## src/design/htf_pkg.sv

```systemverilog
// ----------------------------------------------------------------------------
// htf_pkg
// Shared types, constants and helper functions of the hex telemetry framer.
// ----------------------------------------------------------------------------
package htf_pkg;

  typedef enum logic [2:0] {
    KIND_RAW   = 3'd0,
    KIND_HEX   = 3'd1,
    KIND_PHASE = 3'd2,
    KIND_MAG   = 3'd3,
    KIND_EOL   = 3'd4
  } kind_t;

  typedef struct packed {
    logic [2:0]  kind;
    logic [15:0] value;
  } in_item_t;

  typedef struct packed {
    logic [7:0] char_out;
    logic       last;
  } out_item_t;

  // One classified item waiting for the character generator. For an end of
  // line the low byte of data carries the checksum taken before the reset.
  typedef struct packed {
    kind_t       kind;
    logic [15:0] data;
  } q_entry_t;

  typedef struct packed {
    logic empty;
    logic full;
  } q_status_t;

  localparam int QUEUE_DEPTH = 2;
  localparam int QUEUE_AW    = (QUEUE_DEPTH > 1) ? $clog2(QUEUE_DEPTH) : 1;
  localparam int QUEUE_CW    = $clog2(QUEUE_DEPTH + 1);

  localparam logic [7:0] CRC_POLY     = 8'h07;
  localparam logic [7:0] CRC_EOL_INIT = 8'hFF;
  localparam logic [7:0] CHAR_ZERO    = 8'h30;
  localparam logic [7:0] CHAR_UPPER_A = 8'h41;
  localparam logic [7:0] CHAR_CR      = 8'h0D;
  localparam logic [7:0] CHAR_LF      = 8'h0A;

  // CRC-8 over one byte, MSB first, no reflection.
  function automatic logic [7:0] crc8_byte(input logic [7:0] crc, input logic [7:0] data);
    logic [7:0] c;
    c = crc ^ data;
    for (int i = 0; i < 8; i++) begin
      if (c[7]) begin
        c = {c[6:0], 1'b0} ^ CRC_POLY;
      end else begin
        c = {c[6:0], 1'b0};
      end
    end
    return c;
  endfunction

  // Uppercase ASCII hex digit of one nibble.
  function automatic logic [7:0] hex_digit(input logic [3:0] nib);
    logic [7:0] ch;
    if (nib < 4'd10) begin
      ch = CHAR_ZERO + {4'h0, nib};
    end else begin
      ch = CHAR_UPPER_A + {4'h0, nib} - 8'd10;
    end
    return ch;
  endfunction

endpackage

```

## src/design/htf_front.sv

```systemverilog
// ----------------------------------------------------------------------------
// htf_front
// Accepts telemetry items, updates the running checksum and pushes each
// accepted item of a used kind into the queue.
// ----------------------------------------------------------------------------
module htf_front import htf_pkg::*; (
  input  logic      clk,
  input  logic      rst,
  input  logic      item_valid,
  output logic      item_ready,
  input  in_item_t  item,
  input  q_status_t q_stat,
  output logic      push,
  output q_entry_t  push_entry,
  output logic [7:0] crc
);

  logic [7:0] crc_next;
  logic       kind_ok;
  logic       accept;

  assign item_ready = !q_stat.full;
  assign accept     = item_valid && item_ready;
  assign push       = accept && kind_ok;

  always_comb begin
    crc_next        = crc;
    kind_ok         = 1'b1;
    push_entry.kind = kind_t'(item.kind);
    push_entry.data = item.value;
    case (item.kind)
      KIND_RAW: begin
      end
      KIND_HEX: begin
        crc_next = crc8_byte(crc, item.value[7:0]);
      end
      KIND_PHASE, KIND_MAG: begin
        crc_next = crc8_byte(crc8_byte(crc, item.value[15:8]), item.value[7:0]);
      end
      KIND_EOL: begin
        push_entry.data = {8'h00, crc};
        crc_next        = CRC_EOL_INIT;
      end
      default: begin
        // Unused kind codes are taken and dropped.
        kind_ok = 1'b0;
      end
    endcase
  end

  always_ff @(posedge clk) begin
    if (rst) begin
      crc <= 8'h00;
    end else if (accept) begin
      crc <= crc_next;
    end
  end

endmodule

```

## src/design/htf_queue.sv

```systemverilog
// ----------------------------------------------------------------------------
// htf_queue
// Short first-in first-out queue between the front and the character
// generator.
// ----------------------------------------------------------------------------
module htf_queue import htf_pkg::*; (
  input  logic                clk,
  input  logic                rst,
  input  logic                push,
  input  q_entry_t            push_entry,
  input  logic                pop,
  output q_entry_t            head,
  output q_status_t           q_stat,
  output logic [QUEUE_CW-1:0] count
);

  q_entry_t            slots [QUEUE_DEPTH];
  logic [QUEUE_AW-1:0] wr_ptr;
  logic [QUEUE_AW-1:0] rd_ptr;

  function automatic logic [QUEUE_AW-1:0] ptr_inc(input logic [QUEUE_AW-1:0] p);
    logic [QUEUE_AW-1:0] n;
    if (p == QUEUE_AW'(QUEUE_DEPTH - 1)) begin
      n = '0;
    end else begin
      n = p + 1'b1;
    end
    return n;
  endfunction

  assign head         = slots[rd_ptr];
  assign q_stat.empty = (count == '0);
  assign q_stat.full  = (count == QUEUE_CW'(QUEUE_DEPTH));

  always_ff @(posedge clk) begin
    if (push) begin
      slots[wr_ptr] <= push_entry;
    end
  end

  always_ff @(posedge clk) begin
    if (rst) begin
      wr_ptr <= '0;
      rd_ptr <= '0;
      count  <= '0;
    end else begin
      if (push) begin
        wr_ptr <= ptr_inc(wr_ptr);
      end
      if (pop) begin
        rd_ptr <= ptr_inc(rd_ptr);
      end
      if (push && !pop) begin
        count <= count + 1'b1;
      end else if (pop && !push) begin
        count <= count - 1'b1;
      end
    end
  end

endmodule

```

## src/design/htf_back.sv

```systemverilog
// ----------------------------------------------------------------------------
// htf_back
// Character generator: walks the queue head one character per cycle, while
// the receiver takes them, into a registered output stage.
// ----------------------------------------------------------------------------
module htf_back import htf_pkg::*; (
  input  logic      clk,
  input  logic      rst,
  input  q_entry_t  head,
  input  q_status_t q_stat,
  output logic      pop,
  output logic      char_valid,
  input  logic      char_ready,
  output out_item_t char_item
);

  logic [1:0] idx;
  logic [1:0] last_idx;
  logic [1:0] nib_top;
  logic [1:0] nib_pos;
  logic [3:0] nib;
  logic [7:0] ch;
  logic       advance;
  logic       emit;
  logic       at_last;

  always_comb begin
    case (head.kind)
      KIND_RAW:   last_idx = 2'd0;
      KIND_HEX:   last_idx = 2'd1;
      KIND_PHASE: last_idx = 2'd2;
      default:    last_idx = 2'd3;
    endcase
  end

  // Digits go out most significant nibble first; the checksum digits of an
  // end of line come from the low byte.
  assign nib_top = (head.kind == KIND_EOL) ? 2'd1 : last_idx;
  assign nib_pos = nib_top - idx;
  assign nib     = head.data[{nib_pos, 2'b00} +: 4];

  always_comb begin
    ch = hex_digit(nib);
    case (head.kind)
      KIND_RAW: begin
        ch = head.data[7:0];
      end
      KIND_EOL: begin
        if (idx == 2'd2) begin
          ch = CHAR_CR;
        end else if (idx == 2'd3) begin
          ch = CHAR_LF;
        end
      end
      default: begin
      end
    endcase
  end

  assign advance = !char_valid || char_ready;
  assign emit    = advance && !q_stat.empty;
  assign at_last = (idx == last_idx);
  assign pop     = emit && at_last;

  always_ff @(posedge clk) begin
    if (emit) begin
      char_item.char_out <= ch;
      char_item.last     <= at_last;
    end
  end

  always_ff @(posedge clk) begin
    if (rst) begin
      char_valid <= 1'b0;
      idx        <= 2'd0;
    end else if (advance) begin
      char_valid <= emit;
      if (emit) begin
        idx <= at_last ? 2'd0 : idx + 2'd1;
      end
    end
  end

endmodule

```

## src/design/hex_telemetry_framer_crc8.sv

```systemverilog
// ----------------------------------------------------------------------------
// hex_telemetry_framer_crc8
// Turns telemetry items into uppercase ASCII hex characters with a running
// CRC-8 (polynomial 0x07, MSB first) sent at each end of line.
// ----------------------------------------------------------------------------
// Usage: items enter on the item channel (item_valid, item_ready, item) as a
// kind and a 16-bit value. Characters leave on the char channel (char_valid,
// char_ready, char_item), one transaction per character, with last set on
// the final character of each item. A raw byte gives one character, a hex
// byte two, a phase value three, a magnitude four, and an end of line gives
// the two checksum digits followed by CR and LF. Unused kind codes are taken
// and produce nothing.
// Path: an item is written into the queue first; its characters then pass
// through the output register, which loads a new one only while the output
// side is free.
// Throughput: one character per cycle while the receiver is ready; an item
// has one to four characters, and the single output register sets the pace.
// A two-entry queue lets the front take items while the back is busy.
// Reset (rst, synchronous) empties the queue and the output stage and clears
// the checksum to zero. When the receiver stalls, the held character stays
// put, the back stops, the queue fills, and item_ready falls.
// ----------------------------------------------------------------------------
module hex_telemetry_framer_crc8 import htf_pkg::*; (
  input  logic      clk,
  input  logic      rst,
  input  logic      item_valid,
  output logic      item_ready,
  input  in_item_t  item,
  output logic      char_valid,
  input  logic      char_ready,
  output out_item_t char_item
);

  logic                q_push;
  logic                q_pop;
  q_entry_t            q_in;
  q_entry_t            q_head;
  q_status_t           q_stat;
  logic [QUEUE_CW-1:0] q_count;
  logic [7:0]          crc;

  // Front: checksum update and classification.
  htf_front u_front (
    .clk        (clk),
    .rst        (rst),
    .item_valid (item_valid),
    .item_ready (item_ready),
    .item       (item),
    .q_stat     (q_stat),
    .push       (q_push),
    .push_entry (q_in),
    .crc        (crc)
  );

  // Queue decoupling the two sides.
  htf_queue u_queue (
    .clk        (clk),
    .rst        (rst),
    .push       (q_push),
    .push_entry (q_in),
    .pop        (q_pop),
    .head       (q_head),
    .q_stat     (q_stat),
    .count      (q_count)
  );

  // Back: one character per cycle, while the receiver is ready, into the output register.
  htf_back u_back (
    .clk        (clk),
    .rst        (rst),
    .head       (q_head),
    .q_stat     (q_stat),
    .pop        (q_pop),
    .char_valid (char_valid),
    .char_ready (char_ready),
    .char_item  (char_item)
  );

`ifndef ASSERT_OFF
  // The front never writes into a full queue.
  a_no_push_full: assert property (@(posedge clk) disable iff (rst)
    !(q_push && (q_count == QUEUE_CW'(QUEUE_DEPTH))))
    else $error("push into full queue");

  // The back never takes from an empty queue.
  a_no_pop_empty: assert property (@(posedge clk) disable iff (rst)
    !(q_pop && (q_count == '0)))
    else $error("pop from empty queue");

  // An accepted end of line restarts the checksum at 0xFF.
  a_eol_crc: assert property (@(posedge clk) disable iff (rst)
    (item_valid && item_ready && (item.kind == KIND_EOL)) |=> (crc == CRC_EOL_INIT))
    else $error("checksum not restarted after end of line");
`endif

endmodule
```

## config.mk

```make
export PLATFORM = sky130hd
export DESIGN_NAME = hex_telemetry_framer_crc8
export DESIGN_NICKNAME = d
export VERILOG_FILES = /design/src/design/htf_pkg.sv /design/src/design/htf_front.sv /design/src/design/htf_queue.sv /design/src/design/htf_back.sv /design/src/design/hex_telemetry_framer_crc8.sv
export SDC_FILE = /design/constraint.sdc
export NUM_CORES = 1
export LEC_CHECK = 0
export BUFFER_PORTS_ARGS = -buffer_cell sky130_fd_sc_hd__clkbuf_2
export CORE_ASPECT_RATIO = 0.8
export CORE_MARGIN = 10
export CORE_UTILIZATION = 55
export CTS_BUF_LIST = sky130_fd_sc_hd__clkbuf_8 sky130_fd_sc_hd__clkbuf_16
export DETAILED_ROUTE_END_ITERATION = 6
export MAX_ROUTING_LAYER = met4
export PLACE_DENSITY = 0.86
export REMOVE_ABC_BUFFERS = 1
export SLEW_MARGIN = 20
export SYNTH_ARGS = -nofsm -noshare
export SYNTH_HDL_FRONTEND = slang
export SYNTH_HIERARCHICAL = 1
export SYNTH_SLANG_ARGS = --single-unit
```

## constraint.sdc

```tcl
create_clock -name clk -period 7.15 [get_ports clk]
set_input_delay 1.43 -clock clk [delete_from_list [all_inputs] [get_ports clk]]
set_output_delay 1.43 -clock clk [all_outputs]
set_load 0.005 [all_outputs]
```

==> results of run 1 <==
-- sequential cells by signal, summed over array words and instances, names as in the netlist, named ones only --
name,count
u_back/char_item,9
u_back/char_valid,1
u_back/idx,2
u_front/crc,8
u_queue/count,2
u_queue/rd_ptr,1
u_queue/slots,38
u_queue/wr_ptr,1
-- worst max-delay path, stage by stage, from the launching register on --
cell and delay [ns]:
dfxtp_1 0.85, mux2_2 0.49, nor2_1 0.12, ha_1 0.36
a21boi_1 0.34, nor2b_1 0.24, inv_1 0.08, ha_1 0.32
or3_1 0.37, a21oi_1 0.14
-- layout by cell type (no fill, tap or decap), types with 3 or more instances in the layout --
| cell type | Yosys | final |
|---|---|---|
| edfxtp_1 | 47 | 47 |
| clkbuf_2 | 0 | 33 |
| xnor2_1 | 29 | 29 |
| mux2_2 | 27 | 27 |
| a21oi_1 | 16 | 16 |
| dfxtp_1 | 16 | 16 |
| nor2_1 | 15 | 15 |
| inv_1 | 12 | 12 |
| nor2b_1 | 12 | 12 |
| nand2_1 | 11 | 11 |
| xor2_1 | 10 | 10 |
| clkbuf_8 | 0 | 9 |
| nor3_1 | 8 | 8 |
| o21ai_0 | 8 | 8 |
| nand2b_1 | 6 | 6 |
| xnor3_1 | 6 | 6 |
| xnor2_2 | 5 | 5 |
| mux4_1 | 5 | 5 |
| ha_1 | 4 | 4 |
| mux2i_1 | 3 | 3 |
| and2_1 | 3 | 3 |
| or3_1 | 3 | 3 |
| o21a_1 | 3 | 3 |
| xnor3_2 | 3 | 3 |
| xor3_1 | 3 | 3 |
-- layout make-up --
type	instances	area, sq um
flip-flops and latches	63	1730
fillers	552	2560
well taps	87	109
clock inverters	7	97.6
multi-input cells	220	2050
inverters	13	48.8
repair buffers	34	173
clock buffers	9	124
-- final timing paths --
kind	start	to
max	register	u_queue/count[1]
min	u_back/char_valid	u_back/char_valid
max reg2reg	register	u_queue/count[1]
min reg2reg	u_back/char_valid	u_back/char_valid
-- power by group through the flow --
stage / registers [mW] / clock network (mW) / logic, mW
floorplan: 0.491 / 0 / 0.416
global placement: 0.495 / 0 / 0.507
detailed placement: 0.498 / 0 / 0.524
CTS: 0.490 / 0.354 / 0.527
global route: 0.496 / 0.369 / 0.573
finish: 0.489 / 0.345 / 0.527
-- cells by family (layout without fill, tap and decap cells) --
logic type / after synthesis / in the layout / share of synthesized area [%]
and+or+nand+nor: 69 / 69 / 10.0
muxes: 35 / 35 / 11.9
adders and majority gates: 4 / 4 / 1.28
DFF: 63 / 63 / 44.4
AOI/OAI and AO/OA: 53 / 53 / 9.40
xor gates and xnor gates: 59 / 59 / 19.8
buffers and inverters: 25 / 63 / 3.18
-- metal layers --
layer	track usage [%]	wire, um	up-vias
li1	-	-	1201
met1	18.9	3440	1216
met2	25.1	3970	87
met3	5.08	502	18
met4	5.73	163	0
met5	-	0	-
==> impl.org, run 1 <==
** STA
- Setup repair after global routing left no endpoint under its margin.
- Between clock sinks in the finished design, the worst skew comes to 0.00792 ns.
- Actual transition at the worst max-transition pin :: 0.997 ns
- Setup violations remaining at the end of the flow were counted as 0.
- Across all setup checks in the final design, the least slack found is 3.77 ns.
- WHS :: 0.509 ns
- Minimum period implied by the final worst setup slack :: 3.38 ns
- After layout, the worst path uses 47.3% of the clock period.
- Fin. max-slew vios :: 0
- Setup tns final :: 0 ns
- Timing would allow up to 296 MHz.
- Final number of hold-violating endpoints :: 0
- In this run the tightest slew margin relative to its limit is 33.3%.

** Critical path
- Register-to-register setup slack :: 3.77 ns
- Type of element capturing the critical path :: register
- Class of the most critical setup path :: reg -> reg
- Counting cells, the worst reg-to-reg path comes to 9.
- For the worst setup path, the data arrival time is 3.66 ns.
- At the worst endpoint, the required time is 7.43 ns.
- STA classifies the critical path startpoint as a register.
- Along the worst path, the maximum fanout reaches 19.

** Pwr
- Power density relative to cell area :: 314 nW/um^2
- Share of total power in the clock network :: 25.4%
- Internal power comes to 0.933 mW.
- Post-route total power :: 1.36 mW
- Per report_power, the combinational group accounts for 38.7% of the total.
- Leakage component of the power :: 1.69 nW
- In this run, flip-flops and latches consume 35.9% of the power.
- Net switching component of the power :: 0.428 mW
- IR analysis of the VDD net gives a maximum drop of 0.000199 V.
- Switching power as a share of total power :: 31.4%

** GRT
- Largest net degree at the start of global routing :: 20
- Global routing consumed, over all layers together, 16.0% of the routing resources.
- The via count of the first global-routing pass came to 2597.
- Initial antenna violation count :: 0
- Total congestion overflow after global routing :: 0
- The first global-routing pass estimated 13.2 mm of wire.

** CTS
- After clock tree synthesis, the repair step resized 0 gates.
- Setup Buffers After CTS :: 0
- The clock drives 63 sinks.
- Hold repair after CTS inserted 0 buffers.
- Cts bufs inserted :: 9
- Clock-pin slew was measured on the worst setup and hold paths at 0.07 ns.
- Clock network latency to the later pin of the worst-skew pair :: 0.35 ns
- TritonCTS built the clock tree.
- The clock tree synthesis step divided the H-tree into 3 levels.
- The clock passes through at most 2 buffers.
- The cell sitting at the root of the clock tree is a clkbuf_8.

** Synthesis
- Number of distinct library cells after synthesis :: 64
- Yosys top cell by area :: edfxtp_1
- The synthesized design contains 47 enable-type register cells.
- The cell area that synthesis handed to floorplanning was 3900 sq um.
- Cell count after synthesis :: 308
- In this run the mean area of a mapped cell was 12.7 sq um.
- Async SR Flop Fraction :: 0%
- Counting flops and latches in the post-synthesis netlist gives 63.
- Of the synthesized area, sequential elements account for 44.4%.
- Warnings from Yosys :: 6
- The commonest cells after synthesis are edfxtp_1, xnor2_1, mux2_2.
- Leading cell type by number of instances after synthesis :: edfxtp_1
- Proportion of netlist area held by the largest area contributor :: 36.2%
- The most used flip-flop cell after synthesis is edfxtp_1.
- Area contributors post-synth :: edfxtp_1, dfxtp_1, mux2_2

** Placed design
- Placed cell count :: 417
- In this run the tool buffered the top-level ports with 33 buffer cells.
- Timing analysis after detailed placement gives a worst setup slack of 3.78 ns.
- Final Wtd Congestion :: 0.916
- In this run the cell area measured after placement is 4110 sq um.
- HPWL after detailed placement :: 5.97 mm

** Job
- The tool flagged a number of max-cap violations equal to 0.

** Finish
- Area overhead of the layout relative to synthesis :: 11.1%
- After routing the design area is 4330 sq um.
- After the flow finishes, the layout carries non-filler instances totaling 433.
- Measured on the finished design, the core utilization comes to 62.9%.
- Share of final-layout standard cells stronger than drive strength 1 :: 28.0%
- Ant diodes :: 0
- Final net count :: 368

** Die
- The die is 114 um wide.
- Full die area :: 10900 sq um
- Measured along the y axis, the die boundary spans 95.3 um.
- Cell row count :: 27
- Once the floorplan was initialized, standard cells occupied 56.6% of the core.
- The core region is 6890 sq um.
- In this run the count of I/O pins placed on the die edge is 34.

** Route
- The detailed router finished its first iteration with 110 violations.
- For this run, design rule violations remaining after detail routing come to 0.
- Antenna violation net count after detailed routing :: 0
- Routed via count divided by cell count :: 5.82
- The detailed router placed 2522 vias in this run.
- Overall routed net length :: 8.07 mm
- Wire length per cell after detailed routing :: 18.6 um
- First-pass iteration count of the detailed router :: 5

** Outcome
- The run finished with clean final reports.

** Worst hold path
- The min-delay analysis places its worst path in the category reg -> reg.
- Cell count of the worst hold path :: 2
(Power assumes the default switching activity.)
==> run 2, diff against run 1 <==
Clock period 7.15 ns to 3.2 ns, I/O delays scaled along.
==> impl.org, run 2 (synthesis results as in run 1) <==
** Outcome
- Run status :: finished clean

** Finish
- The number of fill cells was 534 (-3.3%).
- Most frequent cells in the layout :: edfxtp_1, clkbuf_2, xnor2_1
- The largest registers in the layout are u_queue/slots (38), u_back/char_item (9), u_front/crc (8).
- Max reg flops :: 38 (unchanged)
- Most common cell after layout, fill and taps aside :: edfxtp_1
- The layout net count came to 373 (+1.4%).
- Counting flops per register, the top entry is u_queue/slots.
- Share of final-layout standard cells stronger than drive strength 1 :: 28.5% (+0.46 points)
- Ant diodes :: 0 (unchanged)
- Compared with the post-synthesis result, the final layout area differs by 11.7%.

** CTS
- CTS Sinks :: 63 (unchanged)
- TritonCTS clock tree :: built
- CTS hold repair buffers :: 0 (unchanged)
- Clock network latency to the later pin of the worst-skew pair :: 0.35 ns (about the same)
- Setup Buffers After CTS :: 0 (unchanged)
- In this run the clock root is driven by a clkbuf_8.
- The total clock buffers created by CTS came to 9 (unchanged).
- Clock H-tree levels :: 3 (unchanged)
- The clock input transition at the sequential cells of the worst setup and hold paths was 0.07 ns (about the same).
- The maximum buffer depth of the clock tree was 2 (unchanged).
- Number of instances resized during post-cts repair :: 0 (unchanged)

** Critical path
- The number of cells traversed by the worst register-to-register path is 9 (unchanged).
- Walking the worst path, the cells encountered are mux2_2 > nor2_1 > ha_1 > a21boi_1 > nor2b_1 > inv_1 > ha_1 > or3_1 > a21oi_1.
- The critical path required time came to 3.48 ns (-3.95 ns).
- Delay contributed by the slowest stage of the critical path :: 0.43 ns (-0.42 ns)
- The arrival time of data at the critical path endpoint was 3.11 ns (-0.55 ns).
- Register-to-register setup slack :: 0.37 ns (-3.40 ns)
- Instance count on the critical path :: 9 (unchanged)
- The critical path buffer and inverter count was 1 (unchanged).
- Kind of start point of the critical path :: register
- Class of the most critical setup path :: reg -> reg
- In this design, the critical path's most frequently occurring cell is ha_1.
- STA classifies the critical path endpoint as a register.
- Kind of cell adding the most delay to the critical path :: simple AND/OR/NAND/NOR gates
- For this design, the slowest cell found on the critical path is mux2_2.
- The largest fanout of any net on the critical path was 10 (-9).

** STA
- Fin. max-slew vios :: 0 (unchanged)
- The clock skew came to 0.00841 ns (+0.000496 ns).
- Setup repair after global routing missed its margin :: false
- Setup tns final :: 0 ns (unchanged)
- Minimum period implied by the final worst setup slack :: 2.83 ns (-0.548 ns)
- Final number of hold-violating endpoints :: 0 (unchanged)
- Number of setup violations in the final report :: 0 (unchanged)
- Slew headroom :: 60.0% (+27 points)
- The part of the cycle the worst path needs was 88.5% (+41 points).
- The upper clock frequency limit is 353 MHz (+19%).
- The post-route worst setup slack came to 0.369 ns (-3.40 ns).
- Actual transition at the worst max-transition pin :: 0.598 ns (-0.399 ns)
- WHS :: 0.505 ns (-0.00321 ns)

** GRT
- Total congestion overflow after global routing :: 0 (unchanged)
- Global-route wire length before repair :: 12.7 mm (-3.9%)
- Initial antenna violation count :: 0 (unchanged)
- Number of global-route vias before repair :: 2551 (-1.8%)
- The maximum number of pins on one net before global-route repair was 20 (unchanged).
- Overall track demand over capacity in global routing :: 15.4% (-0.54 points)

** Route
- The via count is 2529 (+0.28%).
- The number of detailed-routing iterations run before antenna repair is 4 (-1).
- The iteration-0 DRC count of the detailed router was 117 (+6.4%).
- Wire length per cell after detailed routing :: 18.1 um (-2.7%)
- The post-detailed-route DRC marker count came to 0 (unchanged).
- The average vias per placed instance is 5.77 (-0.87%).
- Overall routed net length :: 7.94 mm (-1.6%)
- The remaining antenna violation count is 0 (unchanged).

** Pwr
- Power density relative to cell area :: 693 nW/um^2 (+120%)
- The maximum VDD drop is 0.000439 V (+120%).
- The leakage dissipation was 1.72 nW (+1.5%).

** Die
- The effective utilization at floorplan came to 56.6% (unchanged).
- The die footprint came to 10900 sq um (unchanged).
- The number of ports placed on the die boundary was 34 (unchanged).
- Y dimension of the die :: 95.3 um (unchanged)
- Floorplan core area :: 6890 sq um (unchanged)
- Cell row count :: 27 (unchanged)
- Chip Width :: 114 um (unchanged)

** Placed design
- Number of buffers added on ports :: 33 (unchanged)
- HPWL after detailed placement :: 5.91 mm (-0.97%)
- Post-Place Setup Slack :: 0.390 ns (-3.39 ns)
- Final Wtd Congestion :: 0.920 (+0.46%)

** Job
- The max-capacitance violation count came to 0 (unchanged).

** Worst hold path
- In this run the worst hold path is classified as reg -> reg.
- The cell depth of the worst min-delay path is 2 (unchanged).
run 2: cell count changes in the layout (fill, tap and decap cells not counted):
| cell | change |
|---|---|
| clkinvlp_4 | -1 |
| nor3b_2 | +1 |
| clkinv_4 | -1 |
| buf_4 | +5 |
| nor3b_4 | -1 |
| clkinv_1 | +1 |
| inv_1 | +1 |
run 2: through the flow:
stage	utilization (%)	cell area (sq um)	total power, mW	cells
2_1_floorplan	-	3820	2.03	296
3_3_place_gp	60.1	4140	2.24	422
3_5_place_dp	60.1	4140	2.29	422
4_1_cts	63.2	4360	3.04	438
5_1_grt	63.2	4360	3.18	438
6_report	63.2	4360	3.02	438
run 2: cell type report:
cell class | count | area (sq um) | area share (%)
clock buffer | 9 | 124 | 2.84
clock inverter | 7 | 88.8 | 2.04
inverter | 13 | 48.8 | 1.12
multi-input combinational | 220 | 2040 | 46.9
sequential | 63 | 1730 | 39.7
tap | 87 | 109 | 2.50
timing repair buffer | 39 | 210 | 4.82
run 2: routing by layer:
metal / GRT usage, % / routed length [um] / up-vias
met2: 24.8 / 3830 / 64
met3: 5.34 / 420 / 11
li1: - / - / 1210
met5: - / 0 / -
met4: 5.00 / 92 / 0
met1: 17.8 / 3600 / 1244
run 2: power breakdown:
part           leakage [nW]  internal, mW  switching (mW)
sequential            0.569          1.02          0.0691
clock                 0.108         0.432           0.310
combinational          1.04         0.635           0.556
run 2: path summary, 6_finish.rpt:
check / start / to
max: register / u_queue/count[1]
min: u_back/char_valid / u_back/char_valid
max reg2reg: register / u_queue/count[1]
min reg2reg: u_back/char_valid / u_back/char_valid
run 2: worst register-to-register path, delay by kind of cell, from the launching register on:
family | cells | cell delay (ns)
adder cells (fa/ha/maj) | 2 | 0.68
buffers and inverters | 1 | 0.07
multiplexers | 1 | 0.43
AND/OR/NAND/NOR | 3 | 0.71
flip-flops | 1 | 0.40
AO/OA/AOI/OAI | 2 | 0.48
==> run 3, diff against run 2 <==
Settings changed: CORE_UTILIZATION 55 to 40, PLACE_DENSITY 0.86 to 0.69.
==> impl.org, run 3 (synthesis results as in run 1) <==
** STA
- The transition time at the pin with the least slew margin was 0.629 ns (+0.0314 ns).
- WHS :: 0.502 ns (-0.00320 ns)
- The clock skew is 0.00538 ns (-0.00303 ns).
- Part of the cycle the worst path needs :: 89.0% (+0.53 points)
- The final critical-path required period was 2.85 ns (+0.0171 ns).
- The total negative slack for setup checks is 0 ns (unchanged).
- The final setup violation count came to 0 (unchanged).
- Setup repair after global routing missed its margin :: false
- The worst slew slack as a fraction of its limit is 57.9% (-2.1 points).
- The hold violation total from the final report is 0 (unchanged).
- Fin. max-slew vios :: 0 (unchanged)
- The upper clock frequency limit was 351 MHz (-0.60%).

** Die
- The effective utilization at floorplan was 40.8% (-16 points).
- Floorplan core area :: 9570 sq um (+39%)
- Y dimension of the die :: 108 um (+14%)
- Full die area :: 14100 sq um (+30%)
- The number of ports placed on the die boundary came to 34 (unchanged).
- The horizontal die dimension came to 130 um (+14%).
- The cell row count was 32 (+19%).

** Route
- Wire length per cell after detailed routing :: 17.3 um (-4.8%)
- The sum of routed wire length over all layers is 8.11 mm (+2.1%).
- The via count was 2503 (-1.0%).
- The post-detailed-route DRC marker count was 0 (unchanged).
- The number of detailed-routing iterations run before antenna repair was 4 (unchanged).
- Antenna violation net count after detailed routing :: 0 (unchanged)
- Iteration-0 DRC count of the detailed router :: 142 (+21%)
- The average vias per placed instance was 5.33 (-7.8%).

** CTS
- TritonCTS clock tree :: built
- The number of hold-repair buffers added at the cts stage came to 0 (unchanged).
- Cts bufs inserted :: 9 (unchanged)
- Clock network latency to the later pin of the worst-skew pair :: 0.33 ns (-0.02 ns)
- Clock slew at reported path FFs :: 0.05 ns (-0.02 ns)
- The total of cells resized after clock tree synthesis is 0 (unchanged).
- The clock sink count came to 63 (unchanged).
- The maximum buffer depth of the clock tree was 2 (unchanged).
- The root buffer cell chosen for the clock tree is clkbuf_16.
- The setup fix buffers added after clock tree synthesis was 0 (unchanged).
- Clock H-tree levels :: 3 (unchanged)

** Finish
- Ant diodes :: 0 (unchanged)
- The layout net count was 373 (unchanged).
- Compared with the post-synthesis result, the final layout area differs by 14.4%.
- Max reg flops :: 38 (unchanged)
- The largest registers in the layout are u_queue/slots (38), u_back/char_item (9), u_front/crc (8).
- Leaving out fill and tap cells, the most frequent cells in the layout are edfxtp_1, clkbuf_2, xnor2_1.
- Register ranked first by flip-flop count :: u_queue/slots
- Most common cell after layout, fill and taps aside :: edfxtp_1
- The share of cells above drive strength 1 is 28.8% (+0.28 points).

** Pwr
- The maximum VDD drop came to 0.000437 V (-0.40%).
- Post-route total power :: 3.16 mW (+4.6%)
- Power density relative to cell area :: 709 nW/um^2 (+2.2%)
- Leakage component of the power :: 1.75 nW (+1.6%)

** GRT
- Total congestion overflow after global routing :: 0 (unchanged)
- The aggregate global-route resource usage is 12.5% (-2.9 points).
- The initial antenna violation count came to 0 (unchanged).
- The global-route wire length before repair is 13.1 mm (+3.2%).
- Largest net degree at the start of global routing :: 20 (unchanged)
- The via count of the first global-routing pass was 2559 (+0.31%).

** Critical path
- Type of element capturing the critical path :: register
- Class of the most critical setup path :: reg -> reg
- CP max FO :: 10 (unchanged)
- Kind of start point of the critical path :: register
- The arrival time of data at the critical path endpoint is 3.10 ns (about the same).
- Worst EP required :: 3.45 ns (-0.03 ns)

** Worst hold path
- The worst hold path begins at u_back/char_valid.
- The worst hold path belongs to the class reg -> reg.

** Placed design
- The routability congestion estimate is 0.904 (-1.8%).
- Number of buffers added on ports :: 33 (unchanged)
- The placed wire-length estimate came to 5.95 mm (+0.71%).

** Job
- The max-capacitance violation count came to 0 (unchanged).

** Outcome
- The run finished with clean final reports.
==> run 3: per-layer routing <==
layer | up-vias | global-route usage (%) | part of all wire (%)
met5 | - | - | 0
met4 | 0 | 4.20 | 1.5
li1 | 1212 | - | -
met1 | 1215 | 15.6 | 47
met3 | 11 | 4.31 | 5.2
met2 | 65 | 18.6 | 46
==> run 3: final timing paths <==
kind,end,slack [ns],cells past startpoint
worst max-delay path,u_queue/count[1],0.35,9
worst min-delay path,u_back/char_valid,0.50,2
worst max register to register,u_queue/count[1],0.35,9
worst min register to register,u_back/char_valid,0.50,2
==> run 3: area by class of cell <==
cell class | count | area [sq um]
Timing Repair Buffer | 39 | 210
Clock inverter | 6 | 37.5
Tap cell | 119 | 149
Clock buffer | 10 | 239
Inverter | 13 | 48.8
Fill cell | 855 | 5110
Multi-Input combinational cell | 220 | 2040
Sequential cell | 63 | 1730
==> run 3: power by group <==
group	total, mW	internal (mW)	switching, mW
clock network	0.887	0.539	0.348
logic	1.19	0.635	0.555
registers	1.08	1.02	0.0642
==> run 3: metrics by stage <==
step | util [%] | instance area (sq um) | std cells | worst slack, ns
floorplan | - | 3820 | 296 | 0.285
global placement | 43.7 | 4180 | 454 | 0.500
detailed placement | 43.7 | 4180 | 454 | 0.384
CTS | 46.6 | 4460 | 470 | 0.359
global route | 46.6 | 4460 | 470 | 0.142
finish | 46.6 | 4460 | 470 | 0.352
==> run 3: worst max-delay path, cell delays in order, from the launching register on <==
cell	delay, ns
dfxtp_1	0.39
mux2_2	0.42
nor2_1	0.11
ha_1	0.36
a21boi_1	0.36
nor2b_1	0.24
inv_1	0.06
ha_1	0.31
or3_1	0.35
a21oi_1	0.17
